[config.mk]
export PLATFORM = sky130hd
export DESIGN_NAME = pcrt_regs
export DESIGN_NICKNAME = d
export VERILOG_FILES = /design/src/sv/pcrt_pkg.sv /design/src/sv/pcrt_regs.sv
export SDC_FILE = /design/constraint.sdc
export NUM_CORES = 1
export LEC_CHECK = 0
export CAP_MARGIN = 20
export CORE_MARGIN = 10
export CORE_UTILIZATION = 28
export DETAILED_ROUTE_END_ITERATION = 7
export DONT_BUFFER_PORTS = 1
export GPL_TIMING_DRIVEN = 1
export PLACE_DENSITY = 0.52
export SETUP_SLACK_MARGIN = 0.02
export SYNTH_ARGS = -nofsm -noshare
export SYNTH_HDL_FRONTEND = slang
export SYNTH_SLANG_ARGS = --single-unit
[constraint.sdc]
create_clock -name clk -period 4 [get_ports clk]
set_input_delay 0.8 -clock clk [delete_from_list [all_inputs] [get_ports clk]]
set_output_delay 0.8 -clock clk [all_outputs]
set_load 0.01 [all_outputs]
[src/sv/pcrt_pkg.sv]
`timescale 1ns / 1ps
`default_nettype none
// ----------------------------------------------------------------------------
// pcrt_pkg
// Shared types and constants of the per-channel request throttle.
// ----------------------------------------------------------------------------
package pcrt_pkg;

  localparam int ENTRIES_DEF = 64;

  localparam int CHAN_W  = 31;
  localparam int CODE_W  = 16;
  localparam int TIME_W  = 54;
  localparam int DELAY_W = 32;
  localparam int THR_W   = 8;
  localparam int CFG_W   = 32;
  localparam int CFG_A_W = 3;

  localparam int IN_DATA_W  = 104;
  localparam int OUT_DATA_W = 40;

  localparam logic [DELAY_W-1:0] DEFAULT_DELAY_RST = 32'd1500000;
  localparam logic [DELAY_W-1:0] LONG_DELAY_RST    = 32'd10000000;
  localparam logic [DELAY_W-1:0] RESET_WINDOW_RST  = 32'd10000000;
  localparam logic [THR_W-1:0]   DIM_THR_RST       = 8'd20;
  localparam logic [THR_W-1:0]   NORM_THR_RST      = 8'd5;
  localparam logic [CODE_W-1:0]  DIMMER_CODE_RST   = 16'd180;
  localparam logic [CODE_W-1:0]  RGB_CODE_RST      = 16'd190;
  localparam logic [CODE_W-1:0]  DIM_RGB_CODE_RST  = 16'd200;

  localparam logic [THR_W-1:0] CNT_MAX = 8'hFF;

  typedef enum logic [CFG_A_W-1:0] {
    CFG_DEFAULT_DELAY = 3'd0,
    CFG_LONG_DELAY    = 3'd1,
    CFG_RESET_WINDOW  = 3'd2,
    CFG_DIM_THR       = 3'd3,
    CFG_NORM_THR      = 3'd4,
    CFG_DIMMER_CODE   = 3'd5,
    CFG_RGB_CODE      = 3'd6,
    CFG_DIM_RGB_CODE  = 3'd7
  } cfg_idx_t;

  typedef struct packed {
    logic [DELAY_W-1:0] default_delay_us;
    logic [DELAY_W-1:0] long_delay_us;
    logic [DELAY_W-1:0] reset_window_us;
    logic [THR_W-1:0]   dimming_threshold;
    logic [THR_W-1:0]   normal_threshold;
    logic [CODE_W-1:0]  dimmer_code;
    logic [CODE_W-1:0]  rgb_code;
    logic [CODE_W-1:0]  dimmer_rgb_code;
  } cfg_t;

  // One table entry as stored in the memory.
  typedef struct packed {
    logic [CHAN_W-1:0] chan;
    logic [THR_W-1:0]  cnt;
    logic [TIME_W-1:0] last;
  } entry_t;

  typedef enum logic [2:0] {
    ST_IDLE,
    ST_SCAN,
    ST_GAP,
    ST_DECIDE,
    ST_FIN
  } state_t;

endpackage
`default_nettype wire

[src/sv/pcrt_regs.sv]
`timescale 1ns / 1ps
`default_nettype none
// ----------------------------------------------------------------------------
// pcrt_regs
// Configuration register file, written through a plain write port.
// ----------------------------------------------------------------------------
module pcrt_regs (
  input  wire logic                          clk,
  input  wire logic                          rst,
  input  wire logic                          cfg_we,
  input  wire logic [pcrt_pkg::CFG_A_W-1:0]  cfg_addr,
  input  wire logic [pcrt_pkg::CFG_W-1:0]    cfg_wdata,
  output pcrt_pkg::cfg_t                     cfg
);

  always_ff @(posedge clk) begin
    if (rst) begin
      cfg.default_delay_us  <= pcrt_pkg::DEFAULT_DELAY_RST;
      cfg.long_delay_us     <= pcrt_pkg::LONG_DELAY_RST;
      cfg.reset_window_us   <= pcrt_pkg::RESET_WINDOW_RST;
      cfg.dimming_threshold <= pcrt_pkg::DIM_THR_RST;
      cfg.normal_threshold  <= pcrt_pkg::NORM_THR_RST;
      cfg.dimmer_code       <= pcrt_pkg::DIMMER_CODE_RST;
      cfg.rgb_code          <= pcrt_pkg::RGB_CODE_RST;
      cfg.dimmer_rgb_code   <= pcrt_pkg::DIM_RGB_CODE_RST;
    end else if (cfg_we) begin
      case (cfg_addr)
        pcrt_pkg::CFG_DEFAULT_DELAY: cfg.default_delay_us  <= cfg_wdata;
        pcrt_pkg::CFG_LONG_DELAY:    cfg.long_delay_us     <= cfg_wdata;
        pcrt_pkg::CFG_RESET_WINDOW:  cfg.reset_window_us   <= cfg_wdata;
        pcrt_pkg::CFG_DIM_THR:       cfg.dimming_threshold <= cfg_wdata[pcrt_pkg::THR_W-1:0];
        pcrt_pkg::CFG_NORM_THR:      cfg.normal_threshold  <= cfg_wdata[pcrt_pkg::THR_W-1:0];
        pcrt_pkg::CFG_DIMMER_CODE:   cfg.dimmer_code       <= cfg_wdata[pcrt_pkg::CODE_W-1:0];
        pcrt_pkg::CFG_RGB_CODE:      cfg.rgb_code          <= cfg_wdata[pcrt_pkg::CODE_W-1:0];
        pcrt_pkg::CFG_DIM_RGB_CODE:  cfg.dimmer_rgb_code   <= cfg_wdata[pcrt_pkg::CODE_W-1:0];
        default: begin
        end
      endcase
    end
  end

endmodule
`default_nettype wire

==> flow_summary.json <==
{
  "clock-sinks": 160,
  "io_buffer_count": 0,
  "synth-edff-count": 0,
  "outcome": "finished clean",
  "core_mm2": 0.0220,
  "top_register": "cfg",
  "postSynthAreaPerCell_um2": 10.8,
  "start_kind": "input pin",
  "grt_pass1_vias": 3977,
  "max_stage_delay_ns": 0.81,
  "die_h_um": 170,
  "min_path_type": "register to register",
  "cp_max_fo": 32,
  "cts_hold_buf": 0,
  "drt_iter0_markers": 143,
  "synth-async-reset-ratio_pct": 0,
  "clock_power_share_pct": 46.3,
  "nFillCells": 2225,
  "endpoint_kind": "register",
  "m1WireLength_um": 6900,
  "synth_common_cells": "dfxtp_1, mux2i_1, nand2b_1, nor2_1, clkbuf_1",
  "ys_types": 17,
  "synthCells": 587,
  "cts_buffer_depth": 2,
  "antenna_found_initial": 0,
  "start_util_pct": 28.7,
  "grt_remaining_overflow": 0,
  "postCtsSetupBuffers": 0,
  "highest_layer": "met4",
  "fin_crit_sh_pct": 42.3,
  "total_power_mw": 3.37,
  "insertion_delay_ns": 0.41,
  "dp_hpwl_um": 13000,
  "max-vdd-ir-drop_mv": 0.221,
  "worst-setup-path-type": "input pin to register",
  "htree_levels": 4,
  "maxCapViolCount": 0,
  "swShare_pct": 23.9,
  "drv_slew": 0,
  "grt_max_degree": 212,
  "seq_area_frac_synth_pct": 50.6,
  "leakage_nw": 3.13,
  "synthesis.nets": 625,
  "cts-root-buf": "clkbuf_16",
  "dr.pass1.iters": 4,
  "cts_resized": 0,
  "fin_worst_skew_ns": 0,
  "finalCriticalPeriod_ns": 1.69,
  "ys_ff_latch": 160,
  "hold_viol": 0,
  "final_cell_area_mm2": 0.00707,
  "layout-drive-gt1-share_pct": 6.93,
  "dr_wl_met2_um": 8860,
  "report.final.setup_viol": 0,
  "p_seq_share_pct": 49.7,
  "setup_tns_ns": 0,
  "route.met3.wl_um": 2060,
  "ios": 198,
  "post_drt_via_cell_ratio": 4.56,
  "synth_top_area_share_pct": 50.6,
  "required_ns": 4.32,
  "yosys_warnings": 0,
  "grt_pass1_wl_um": 26500,
  "crit_family": "simple AND/OR/NAND/NOR gates",
  "powerDensity_mw_per_mm2": 477,
  "nets": 602,
  "die_w_um": 170,
  "rows": 54,
  "rsz0062_at_grt": "no",
  "wire_per_inst_um": 21.0,
  "drc": 0,
  "area_growth_pct": 11.6,
  "cts_tree": "done",
  "arrival_ns": 2.02,
  "gp_congestion": 0.736,
  "syn_area_mm2": 0.00633,
  "cellInternalPower_mw": 2.56,
  "p_switching_uw": 806,
  "synth.area.top_cells": "dfxtp_1, mux2i_1, nand2b_1",
  "dieArea_mm2": 0.0290,
  "cts_buffers": 17,
  "n_antenna_cell": 0,
  "clk_pin_slew_ns": 0.07,
  "cp_num_buf_inv": 0,
  "synth_flop_cell": "dfxtp_1",
  "reg_top3": "cfg (160)",
  "synth_top_area_cell": "dfxtp_1",
  "worstMarginPinSlew_ns": 0.913,
  "drtAntennaViolNets": 0,
  "slew_headroom_pct": 39.0,
  "worst_path_max_delay_cell": "nand4bb_4",
  "largest_reg_flops": 160,
  "vias": 3904,
  "p_comb_share_pct": 4.0,
  "drt-total-wl_um": 18000,
  "grt_usage_pct": 12.2,
  "fmax_ghz": 0.591,
  "placement.cell_area_mm2": 0.00650,
  "path_cells": "nand4bb_4 > mux2i_1"
}
[layout by cell type (no fill, tap or decap)]
cell	count
nand4b_1	2
dfxtp_1	160
nor4b_4	1
nor4bb_4	1
nand4bb_1	2
clkinvlp_4	2
clkinv_4	5
or4b_1	1
buf_4	3
clkinv_2	4
bufinv_16	1
nand4b_2	1
inv_8	1
and4b_1	1
nor2_1	63
nand4_2	1
nand2b_1	148
inv_6	2
mux2i_1	160
clkbuf_16	17
nand4bb_4	1
[power groups by stage]
stage	clock network [mW]	logic, mW	registers [mW]
after global placement	0	0.135	1.71
after CTS	1.62	0.140	1.68
after detailed placement	0	0.140	1.71
after floorplan	0	0.137	1.70
final	1.56	0.135	1.68
after global routing	1.68	0.149	1.68
[cell families (layout without fill, tap and decap cells)]
family | Yosys count | count (layout) | share of synthesized area (%)
AND/OR/NAND/NOR | 222 | 222 | 20.3
multiplexers | 160 | 160 | 25.3
flip-flops | 160 | 160 | 50.6
buffers and inverters | 45 | 35 | 3.78
[per-layer routing]
layer	vias to the layer above	global-route usage, %
li1	1893	-
met4	0	4.12
met5	-	0
met3	8	6.50
met2	117	20.4
met1	1886	12.9
[per-stage QoR]
stage	cells	utilization [%]	hold WS (ns)	setup slack, ns
global route	857	32.1	0.540	2.18
finish	857	32.1	0.525	2.31
CTS	857	32.1	0.505	2.29
global placement	825	29.5	0.516	1.85
floorplan	587	-	0.493	2.18
detailed placement	825	29.5	0.515	1.83
[final timing paths]
| check | startpoint | depth (start not counted) | slack [ns] | to |
|---|---|---|---|---|
| worst max-delay path | cfg_addr[2] | 2 | 2.31 | cfg[71] |
| worst min-delay path | cfg[140] | 2 | 0.52 | cfg[140] |
| worst max register to register | cfg[37] | 2 | 3.26 | cfg[37] |
| worst min register to register | cfg[140] | 2 | 0.52 | cfg[140] |
[final cells by class]
class / count / area (um2) / share of cell area (%)
clock buffers: 17 / 425 / 6.02
repair buffers: 3 / 22.5 / 0.319
multi-input cells: 382 / 2930 / 41.4
flip-flops and latches: 160 / 3200 / 45.3
well taps: 280 / 350 / 4.96
clock inverters: 15 / 138 / 1.95
No activity file was read; power rests on OpenSTA's default activity.
