**config.mk**
```make
export PLATFORM = sky130hd
export DESIGN_NAME = pcrt_seq
export DESIGN_NICKNAME = d
export VERILOG_FILES = /design/src/sv/pcrt_pkg.sv /design/src/sv/pcrt_seq.sv
export SDC_FILE = /design/constraint.sdc
export NUM_CORES = 1
export LEC_CHECK = 0
export BUFFER_PORTS_ARGS = -buffer_cell sky130_fd_sc_hd__buf_2
export CAP_MARGIN = 25
export CELL_PAD_IN_SITES_DETAIL_PLACEMENT = 0
export CELL_PAD_IN_SITES_GLOBAL_PLACEMENT = 2
export CORE_MARGIN = 2
export CORE_UTILIZATION = 34
export CTS_BUF_LIST = sky130_fd_sc_hd__clkbuf_16
export DETAILED_ROUTE_END_ITERATION = 6
export PLACE_DENSITY_LB_ADDON = 0.3
export SYNTH_ARGS = -nofsm -noshare
export SYNTH_HDL_FRONTEND = slang
export SYNTH_SLANG_ARGS = --single-unit
```
**constraint.sdc**
```tcl
create_clock -name clk -period 9.3 [get_ports clk]
set_input_delay 0.465 -clock clk [delete_from_list [all_inputs] [get_ports clk]]
set_output_delay 0.465 -clock clk [all_outputs]
set_load 0.1 [all_outputs]
```
**src/sv/pcrt_pkg.sv**
```systemverilog
`timescale 1ns / 1ps
`default_nettype none
// ----------------------------------------------------------------------------
// pcrt_pkg
// Shared types and constants of the per-channel request throttle.
// ----------------------------------------------------------------------------
package pcrt_pkg;

  localparam int ENTRIES_DEF = 64;

  localparam int CHAN_W  = 31;
  localparam int CODE_W  = 16;
  localparam int TIME_W  = 54;
  localparam int DELAY_W = 32;
  localparam int THR_W   = 8;
  localparam int CFG_W   = 32;
  localparam int CFG_A_W = 3;

  localparam int IN_DATA_W  = 104;
  localparam int OUT_DATA_W = 40;

  localparam logic [DELAY_W-1:0] DEFAULT_DELAY_RST = 32'd1500000;
  localparam logic [DELAY_W-1:0] LONG_DELAY_RST    = 32'd10000000;
  localparam logic [DELAY_W-1:0] RESET_WINDOW_RST  = 32'd10000000;
  localparam logic [THR_W-1:0]   DIM_THR_RST       = 8'd20;
  localparam logic [THR_W-1:0]   NORM_THR_RST      = 8'd5;
  localparam logic [CODE_W-1:0]  DIMMER_CODE_RST   = 16'd180;
  localparam logic [CODE_W-1:0]  RGB_CODE_RST      = 16'd190;
  localparam logic [CODE_W-1:0]  DIM_RGB_CODE_RST  = 16'd200;

  localparam logic [THR_W-1:0] CNT_MAX = 8'hFF;

  typedef enum logic [CFG_A_W-1:0] {
    CFG_DEFAULT_DELAY = 3'd0,
    CFG_LONG_DELAY    = 3'd1,
    CFG_RESET_WINDOW  = 3'd2,
    CFG_DIM_THR       = 3'd3,
    CFG_NORM_THR      = 3'd4,
    CFG_DIMMER_CODE   = 3'd5,
    CFG_RGB_CODE      = 3'd6,
    CFG_DIM_RGB_CODE  = 3'd7
  } cfg_idx_t;

  typedef struct packed {
    logic [DELAY_W-1:0] default_delay_us;
    logic [DELAY_W-1:0] long_delay_us;
    logic [DELAY_W-1:0] reset_window_us;
    logic [THR_W-1:0]   dimming_threshold;
    logic [THR_W-1:0]   normal_threshold;
    logic [CODE_W-1:0]  dimmer_code;
    logic [CODE_W-1:0]  rgb_code;
    logic [CODE_W-1:0]  dimmer_rgb_code;
  } cfg_t;

  // One table entry as stored in the memory.
  typedef struct packed {
    logic [CHAN_W-1:0] chan;
    logic [THR_W-1:0]  cnt;
    logic [TIME_W-1:0] last;
  } entry_t;

  typedef enum logic [2:0] {
    ST_IDLE,
    ST_SCAN,
    ST_GAP,
    ST_DECIDE,
    ST_FIN
  } state_t;

endpackage
`default_nettype wire

```
**src/sv/pcrt_seq.sv**
```systemverilog
`timescale 1ns / 1ps
`default_nettype none
// ----------------------------------------------------------------------------
// pcrt_seq
// Sequencer: table scan with one shared channel comparator, gap check,
// threshold decision, table write-back and the output register.
// ----------------------------------------------------------------------------
module pcrt_seq #(
  parameter int ENTRIES = pcrt_pkg::ENTRIES_DEF,
  localparam int IDX_W  = $clog2(ENTRIES),
  localparam int CNT_W  = $clog2(ENTRIES) + 1
) (
  input  wire logic                            clk,
  input  wire logic                            rst,
  input  pcrt_pkg::cfg_t                       cfg,
  input  wire logic                            in_valid,
  output logic                                 in_ready,
  input  wire logic [pcrt_pkg::CHAN_W-1:0]     in_chan,
  input  wire logic [pcrt_pkg::CODE_W-1:0]     in_code,
  input  wire logic [pcrt_pkg::TIME_W-1:0]     in_now,
  output logic                                 out_valid,
  input  wire logic                            out_ready,
  output logic [pcrt_pkg::DELAY_W-1:0]         out_delay,
  output logic                                 out_over,
  output logic                                 out_full,
  output logic [IDX_W-1:0]                     rd_addr,
  input  pcrt_pkg::entry_t                     rd_data,
  output logic                                 wr_en,
  output logic [IDX_W-1:0]                     wr_addr,
  output pcrt_pkg::entry_t                     wr_data
);

  localparam logic [CNT_W-1:0] ENTRIES_C = CNT_W'(ENTRIES);

  pcrt_pkg::state_t state, state_next;

  logic [CNT_W-1:0]             used;
  logic [CNT_W-1:0]             idx;
  logic                         pend;
  logic [IDX_W-1:0]             pend_idx;
  logic [IDX_W-1:0]             slot;
  logic [pcrt_pkg::CHAN_W-1:0]  chan_r;
  logic [pcrt_pkg::CODE_W-1:0]  code_r;
  logic [pcrt_pkg::TIME_W-1:0]  now_r;
  logic [pcrt_pkg::THR_W-1:0]   ent_cnt;
  logic [pcrt_pkg::TIME_W-1:0]  ent_last;
  logic [pcrt_pkg::THR_W-1:0]   new_cnt;
  logic                         clear_r;
  logic [pcrt_pkg::DELAY_W-1:0] res_delay;
  logic                         res_over;
  logic                         res_full;

  logic                         accept;
  logic                         bypass;
  logic                         issue;
  logic                         hit;
  logic                         fin_load;
  logic [pcrt_pkg::TIME_W:0]    gap_diff;
  logic                         gap_clear;
  logic                         dim_code;
  logic [pcrt_pkg::THR_W-1:0]   thr;
  logic                         over_now;

  always_comb begin
    accept    = in_valid && in_ready;
    bypass    = cfg.default_delay_us >= cfg.reset_window_us;
    issue     = idx < used;
    hit       = pend && (rd_data.chan == chan_r);
    fin_load  = (state == pcrt_pkg::ST_FIN) && (!out_valid || out_ready);
    gap_diff  = {1'b0, now_r} - {1'b0, ent_last};
    gap_clear = $signed(gap_diff) >=
                $signed({{(pcrt_pkg::TIME_W + 1 - pcrt_pkg::DELAY_W){1'b0}},
                         cfg.reset_window_us});
    dim_code  = (code_r == cfg.dimmer_code) || (code_r == cfg.rgb_code) ||
                (code_r == cfg.dimmer_rgb_code);
    thr       = dim_code ? cfg.dimming_threshold : cfg.normal_threshold;
    over_now  = !clear_r && (new_cnt >= thr);
    rd_addr   = idx[IDX_W-1:0];
    wr_en     = state == pcrt_pkg::ST_DECIDE;
    wr_addr   = slot;
    wr_data.chan = chan_r;
    wr_data.cnt  = clear_r ? '0 : new_cnt;
    wr_data.last = now_r;
  end

  always_comb begin
    state_next = state;
    in_ready   = 1'b0;
    case (state)
      pcrt_pkg::ST_IDLE: begin
        in_ready = 1'b1;
        if (in_valid) begin
          state_next = bypass ? pcrt_pkg::ST_FIN : pcrt_pkg::ST_SCAN;
        end
      end
      pcrt_pkg::ST_SCAN: begin
        if (hit) begin
          state_next = pcrt_pkg::ST_GAP;
        end else if (!issue) begin
          state_next = (used < ENTRIES_C) ? pcrt_pkg::ST_GAP : pcrt_pkg::ST_FIN;
        end
      end
      pcrt_pkg::ST_GAP:    state_next = pcrt_pkg::ST_DECIDE;
      pcrt_pkg::ST_DECIDE: state_next = pcrt_pkg::ST_FIN;
      pcrt_pkg::ST_FIN: begin
        if (!out_valid || out_ready) begin
          state_next = pcrt_pkg::ST_IDLE;
        end
      end
      default: state_next = pcrt_pkg::ST_IDLE;
    endcase
  end

  always_ff @(posedge clk) begin
    if (rst) begin
      state     <= pcrt_pkg::ST_IDLE;
      used      <= '0;
      pend      <= 1'b0;
      out_valid <= 1'b0;
    end else begin
      state <= state_next;
      if (fin_load) begin
        out_valid <= 1'b1;
      end else if (out_ready) begin
        out_valid <= 1'b0;
      end
      if (state == pcrt_pkg::ST_IDLE) begin
        pend <= 1'b0;
      end else if (state == pcrt_pkg::ST_SCAN) begin
        pend <= issue && !hit;
        if (!hit && !issue && (used < ENTRIES_C)) begin
          used <= used + 1'b1;
        end
      end
    end
  end

  // Datapath registers; control state above carries the reset.
  always_ff @(posedge clk) begin
    case (state)
      pcrt_pkg::ST_IDLE: begin
        idx       <= '0;
        chan_r    <= in_chan;
        code_r    <= in_code;
        now_r     <= in_now;
        res_delay <= cfg.default_delay_us;
        res_over  <= 1'b0;
        res_full  <= 1'b0;
      end
      pcrt_pkg::ST_SCAN: begin
        if (hit) begin
          slot     <= pend_idx;
          ent_cnt  <= rd_data.cnt;
          ent_last <= rd_data.last;
        end else if (issue) begin
          pend_idx <= idx[IDX_W-1:0];
          idx      <= idx + 1'b1;
        end else if (used < ENTRIES_C) begin
          // New channel: fresh entry with count zero and last time now.
          slot     <= used[IDX_W-1:0];
          ent_cnt  <= '0;
          ent_last <= now_r;
        end else begin
          res_full <= 1'b1;
        end
      end
      pcrt_pkg::ST_GAP: begin
        new_cnt <= (ent_cnt == pcrt_pkg::CNT_MAX) ? ent_cnt : ent_cnt + 1'b1;
        clear_r <= gap_clear;
      end
      pcrt_pkg::ST_DECIDE: begin
        res_over <= over_now;
        if (over_now) begin
          res_delay <= cfg.long_delay_us;
        end
      end
      default: begin
      end
    endcase
    if (fin_load) begin
      out_delay <= res_delay;
      out_over  <= res_over;
      out_full  <= res_full;
    end
  end

  // The fill count never passes the table size.
  a_used_bound: assert property (@(posedge clk) disable iff (rst)
    used <= ENTRIES_C)
    else $error("fill count beyond table size");

  // A result never carries both flags.
  a_flags_excl: assert property (@(posedge clk) disable iff (rst)
    out_valid |-> !(out_over && out_full))
    else $error("long delay and full flag together");

  // A hit only comes from a filled entry.
  a_hit_filled: assert property (@(posedge clk) disable iff (rst)
    (state == pcrt_pkg::ST_SCAN && hit) |-> ({1'b0, pend_idx} < used))
    else $error("hit on an unfilled entry");

  // With the default not below the window, the table is skipped.
  a_bypass: assert property (@(posedge clk) disable iff (rst)
    (accept && bypass) |=> (state == pcrt_pkg::ST_FIN))
    else $error("bypass request went to the table");

endmodule
`default_nettype wire

```
==> out/metrics.cfg, run 1 <==
[critical_path]
crit_type=reg2reg
path_max_fanout=4
regToRegSetupSlack_ps=3960
worstPathArrival_ps=5650
reg2regPathDepth=24
cp.required_ps=9600
cpPeakStageDelay_ps=460
crit_start=now_r[1]$_DFFE_PP_
crit_chain=ha_1 -> nor2b_2 -> o2111ai_2 -> a2111oi_4 -> nor2_1 -> nor3_1 -> o21a_1 -> o21ai_0 -> nand2b_1 -> a21oi_1 -> o21bai_1 -> xnor2_1 -> ha_1 -> nand3_1 -> nor3_1 -> a221oi_1 -> o31ai_1 -> a2bb2oi_1 -> nand4_1 -> a221oi_2 -> nand4_1 -> nor4_2 -> a31oi_1 -> o221a_1
end_kind=flip-flop
r2r-end=clear_r$_DFFE_PN_
crit_slowest_cell=a2111oi_4
worstSetupStartpointType=flip-flop
worstReg2RegStart=now_r[1]$_DFFE_PP_

[cts]
clk_latency_ps=550
cts_hold_buf=0
path_clk_slew_ps=60
cts.htree.levels=2
cts-root-buf=clkbuf_16
cts_setup_buffers=0
cts_tree=built
cts_buffer_depth=3
cts-resized-gates=0
cts_num_sinks=271
numCtsBuffers=35

[floorplan]
start_util_pct=34.2
num_rows=81
die_w_um=225
die_h_um=225
core_area_um2=48500
io_pins=500
dieArea_um2=50700

[logic_synthesis]
synth-edff-count=259
avgSynthCellArea_um2=10.2
seq_area_frac_synth_pct=48.2
netlist.area_leader.share_pct=46.8
synth.distinct_cells=90
synth_seq_cells=271
synth_area_leaders=edfxtp_1, ha_1, nand2_1, xnor2_1, a21oi_1
synth_largest_area_cell=edfxtp_1
syn_inst=1636
synth.cell_area_um2=16600
syn_nets=2130
synth_ff_type=edfxtp_1
yosys_warnings=0
synthArstFlopShare_pct=0

[drt]
routedWlPerCell_um=19.4
wl_um=53900
detail_route.vias_per_cell=4.95
drtIter0Drc=682
first_pass_iters=5
drcViolationCount=0
ant_nets=0
vias=13700

[layout]
nFillCells=4822
area_growth_pct=25.5
drive_above_1_share_pct=28.1
multi_input_area_um2=7890
seqCellArea_um2=8020
final_common_cell=buf_2
finalNetCount=2620
instances_no_fill=2776
mostFrequentLayoutCells=buf_2, nand2_1, edfxtp_1, ha_1, inv_1

[sta]
holdWs_ps=87.0
setup_tns_ps=0
min_period_ps=5340
grt_setup_unrepaired=false
fmax_mhz=187
finalCritPeriodShare_pct=57.4
maxSlewViolCount=0
worst_slack_ps=3960
hold_viol=0
slew-limit-headroom_pct=32.4
tightest_slew_ps=1010
clock_skew_ps=22.9
setup_violations=0

[worst_hold_path]
hold_start=in_now[28]
worstHoldPathType=in2reg
hold_depth=1
min_to=now_r[28]$_DFFE_PP_

[power]
p_leak_nw=9.45
max-vdd-ir-drop_uv=217
power.density_nw_per_um2=306

[place]
dp_cells=2710
place_congestion=0.876
io_buffers=499
dp_slack_ps=4010
place.detailed.hpwl_um=43600

[global_route]
grt_max_degree=75
antenna_found_initial=3
grt_pass1_wl_um=80100
grt_overflow_total=0
grt_pass1_vias=13900
grt_usage_pct=20.7

[status]
status=complete, no violations

[flow_run]
maxCapViolCount=0

[flip-flops by register name (all words and copies together), names as in the netlist]
name       cells
res_full       1
ent_cnt        8
now_r         54
res_over       1
pend           1
code_r        16
pend_idx       6
wr_addr        6
out_delay     32
idx            7
res_delay     32
out_full       1
new_cnt        8
used           7
ent_last      54
state          3
chan_r        31
out_over       1
out_valid      1
clear_r        1
[through the flow]
step	area, um^2	util, %	power [mW]
finish	20900	43.0	6.38
CTS	20800	42.9	6.44
global placement	19700	40.6	5.03
floorplan	16600	-	4.33
global route	20800	42.9	6.74
detailed placement	19700	40.6	5.06
[worst max-delay path, delay by kind of cell (launching register included)]
kind,cells,cell delay [ps]
AOI/OAI and AO/OA,12,2420
and+or+nand+nor,9,1530
adders and majority gates,2,560
DFF,1,450
xor gates and xnor gates,1,140
[where the power goes]
group | switching, mW | internal [mW] | total (mW)
clock | 0.545 | 0.815 | 1.36
combinational | 2.28 | 0.838 | 3.12
sequential | 0.188 | 1.72 | 1.91
total | 3.01 | 3.37 | 6.38
[logic make-up after synthesis]
logic type	count (synthesis)	synth area share (%)
mux	14	0.858
flops	271	48.2
compound gates	298	12.3
buf+inv	170	4.40
simple gates	617	17.0
xor+xnor	130	6.96
fa+ha+maj	136	10.3
[synth_stat cells (5+ instances only)]
cell,count
nand2_1,349
edfxtp_1,259
ha_1,135
inv_1,112
a21oi_1,93
xnor2_1,90
nor2_1,80
o21ai_0,48
a21o_1,46
nand4_1,46
xor2_1,39
clkbuf_1,28
nand3_1,23
nor3_1,22
nor4_1,15
buf_2,14
and2_1,13
dfxtp_1,12
mux2i_1,12
nor2b_1,12
buf_4,10
nand2b_1,10
and3_1,9
o21bai_1,9
a31oi_1,8
o21a_1,8
o21ai_1,8
a211oi_1,6
a21oi_2,6
or3_1,6
o211ai_1,5
[layout make-up]
cell class	count	area share, %
Clock buffer	36	4.32
Sequential cell	271	38.5
Inverter	113	2.05
Antenna cell	2	0.0240
Timing Repair Buffer	510	12.4
Tap cell	622	3.73
Clock inverter	27	1.16
Multi-Input combinational cell	1195	37.9
[how the worst max path moves through the flow]
stage / to / cells past startpoint
2_1_floorplan: ent_cnt[0]$_SDFFCE_PN0P_ / 8
3_3_place_gp: clear_r$_DFFE_PN_ / 24
3_5_place_dp: clear_r$_DFFE_PN_ / 24
4_1_cts: clear_r$_DFFE_PN_ / 24
5_1_grt: clear_r$_DFFE_PN_ / 24
6_report: clear_r$_DFFE_PN_ / 24
[layer usage]
metal | wire, um | track usage [%] | vias to the layer above
met2 | 24300 | 33.6 | 466
met4 | 1450 | 6.13 | 4
li1 | - | - | 6813
met5 | 26 | 0 | -
met1 | 24600 | 27.8 | 6391
met3 | 3600 | 4.45 | 72
No activity file was read; power rests on OpenSTA's default activity.
==> run 2, diff against run 1 <==
- CORE_UTILIZATION: 34 -> 32
- clock period: 9.3 -> 5.5 ns (I/O delays scaled with it)
==> run 2 against run 1 <==
Compared with the run above: via count is 4.8% higher; utilization increased by 1.2 points; sequential share of layout area fell by 3.1 points; flip-flop and latch count unchanged; final cell count rose by 8.4%; die area is 6.1% higher; global-route usage decreased by 0.61 points; critical path type unchanged; critical endpoint unchanged; largest power group unchanged; highest routed layer unchanged.
==> out/metrics.cfg, run 2 (synthesis gave the netlist of run 1 again) <==
[drt]
routedWlPerCell_um=18.4  ; -5.2%
wl_um=55400  ; +2.8%
detail_route.vias_per_cell=4.78  ; -3.4%
drcViolationCount=0  ; unchanged
drtIter0Drc=745  ; +9.2%
vias=14400  ; +4.8%
first_pass_iters=5  ; unchanged
ant_nets=0  ; unchanged

[place]
place_congestion=0.868  ; -0.91%
dp_slack_ps=125  ; -3880 ps
io_buffers=499  ; unchanged
place.detailed.hpwl_um=44000  ; +0.87%
dp_cells=2771  ; +2.3%

[power]
power.density_nw_per_um2=478  ; +56%
max-vdd-ir-drop_uv=345  ; +59%
p_leak_nw=10.2  ; +7.6%

[sta]
slew-limit-headroom_pct=38.6  ; +6.2 points
clock_skew_ps=28.0  ; +5.12 ps
finalCritPeriodShare_pct=93.5  ; +36 points
hold_viol=0  ; unchanged
min_period_ps=5140  ; -199 ps
setup_violations=0  ; unchanged
tightest_slew_ps=922  ; -88.6 ps
fmax_mhz=194  ; +3.9%
maxSlewViolCount=0  ; unchanged
worst_slack_ps=358  ; -3600 ps

[critical_path]
reg2regPathDepth=24  ; unchanged
r2r-end=clear_r$_DFFE_PN_
worstPathArrival_ps=5420  ; -230 ps
crit_start=now_r[8]$_DFFE_PP_
cp.required_ps=5780  ; -3820 ps
worstReg2RegStart=now_r[8]$_DFFE_PP_
worstSetupStartpointType=flip-flop
end_kind=flip-flop
path_max_fanout=6  ; +2
crit_type=reg2reg
regToRegSetupSlack_ps=360  ; -3600 ps

[cts]
cts-root-buf=clkbuf_16
cts.htree.levels=2  ; unchanged
numCtsBuffers=35  ; unchanged
cts_buffer_depth=3  ; unchanged
path_clk_slew_ps=60  ; about the same
cts_num_sinks=271  ; unchanged
clk_latency_ps=550  ; about the same
cts_tree=built

[flow_run]
maxCapViolCount=0  ; unchanged

[layout]
drive_above_1_share_pct=26.6  ; -1.5 points
final_common_cell=buf_2
largest_registers=ent_last x54, now_r x54
finalNetCount=2796  ; +6.7%
mostFrequentLayoutCells=buf_2, nand2_1, edfxtp_1, dlygate4sd3_1, ha_1
area_growth_pct=36.3
instances_no_fill=3010  ; +8.4%

[floorplan]
dieArea_um2=53800  ; +6.1%
io_pins=500  ; unchanged
num_rows=83  ; +2.5%
core_area_um2=51300  ; +5.7%
die_h_um=232  ; +3.0%
start_util_pct=32.4  ; -1.8 points
die_w_um=232  ; +3.0%

[global_route]
antenna_found_initial=3  ; unchanged
grt_pass1_vias=14800  ; +7.1%
grt_max_degree=75  ; unchanged
grt_pass1_wl_um=83500  ; +4.3%
grt_overflow_total=0  ; unchanged
grt_usage_pct=20.1  ; -0.61 points

[worst_hold_path]
min_to=ent_last[34]$_DFFE_PP_
hold_start=rd_data[34]
worstHoldPathType=in2reg
hold_depth=3  ; +2

[status]
status=complete, no violations

==> run 2: changes by cell type in the layout (fill, tap and decap cells not counted), sizes merged <==
cell and change:
dlygate4sd3 +170, buf +7, clkbuf -2, bufinv -1, clkinvlp +1, inv +1
==> run 2: critical path, cell delays in order (launching register included) <==
cell and delay, ps:
edfxtp_1 410, ha_1 400, a21oi_1 180, o21ai_1 100, a2111o_1 410, nor2_2 180, nor3_2 90, o21a_1 200
o21ai_0 140, nand2b_1 110, a21oi_2 190, o21bai_1 120, xnor2_1 140, ha_1 300, nand3_1 130, nor3_1 100
a221oi_1 320, o31ai_1 130, a2bb2oi_1 170, nand4_1 150, a221oi_2 200, nand4_1 130, nor4_2 200, a31oi_1 120
o221a_1 250
==> run 2: worst max path at each step <==
stage	to	slack [ps]	depth (start not counted)
after global routing	clear_r$_DFFE_PN_	-2	21
final	clear_r$_DFFE_PN_	360	24
after CTS	clear_r$_DFFE_PN_	60	24
after detailed placement	clear_r$_DFFE_PN_	120	24
after floorplan	clear_r$_DFFE_PN_	160	25
after global placement	clear_r$_DFFE_PN_	270	24
==> run 2: timing repair <==
| item | CTS | global route |
|---|---|---|
| endpoints found under the setup margin | 0 | 1 |
| hold endpoints to repair | 170 | 0 |
| hold buffers | 170 | 0 |
| gates resized for setup | 0 | 6 |
| setup buffers | 0 | 3 |
==> run 2: metal layers <==
layer	vias up	routed length, um	global-route usage [%]
met1	6704	24600	26.1
li1	7175	-	-
met2	429	25900	33.6
met3	90	3170	3.86
met4	2	1660	6.87
met5	-	13	0
==> run 2: report_power, final <==
part	total, mW	switching (mW)	internal [mW]
logic	5.40	3.89	1.51
registers	3.22	0.314	2.91
clock network	2.22	0.908	1.31
==> run 2: final cells by class <==
class                      count  area [um^2]
inverter                     113          427
antenna                        2         5.00
multi-input combinational   1195         7910
clock inverter                28          235
tap                          680          851
timing repair buffer         686         4330
sequential                   271         8020
clock buffer                  35          876
fill                        5004        28600
==> run 2: metrics by stage <==
| step | power (mW) | hold WS (ps) | setup TNS (ps) | utilization, % | area (um^2) |
|---|---|---|---|---|---|
| CTS | 10.9 | 0.131 | 0 | 44.0 | 22600 |
| detailed placement | 8.57 | 405 | 0 | 38.6 | 19800 |
| finish | 10.8 | 29.5 | 0 | 44.2 | 22700 |
| global placement | 8.52 | 401 | 0 | 38.6 | 19800 |
| global route | 11.5 | 22.6 | -1.94 | 44.2 | 22700 |
| floorplan | 7.32 | 374 | 0 | - | 16600 |
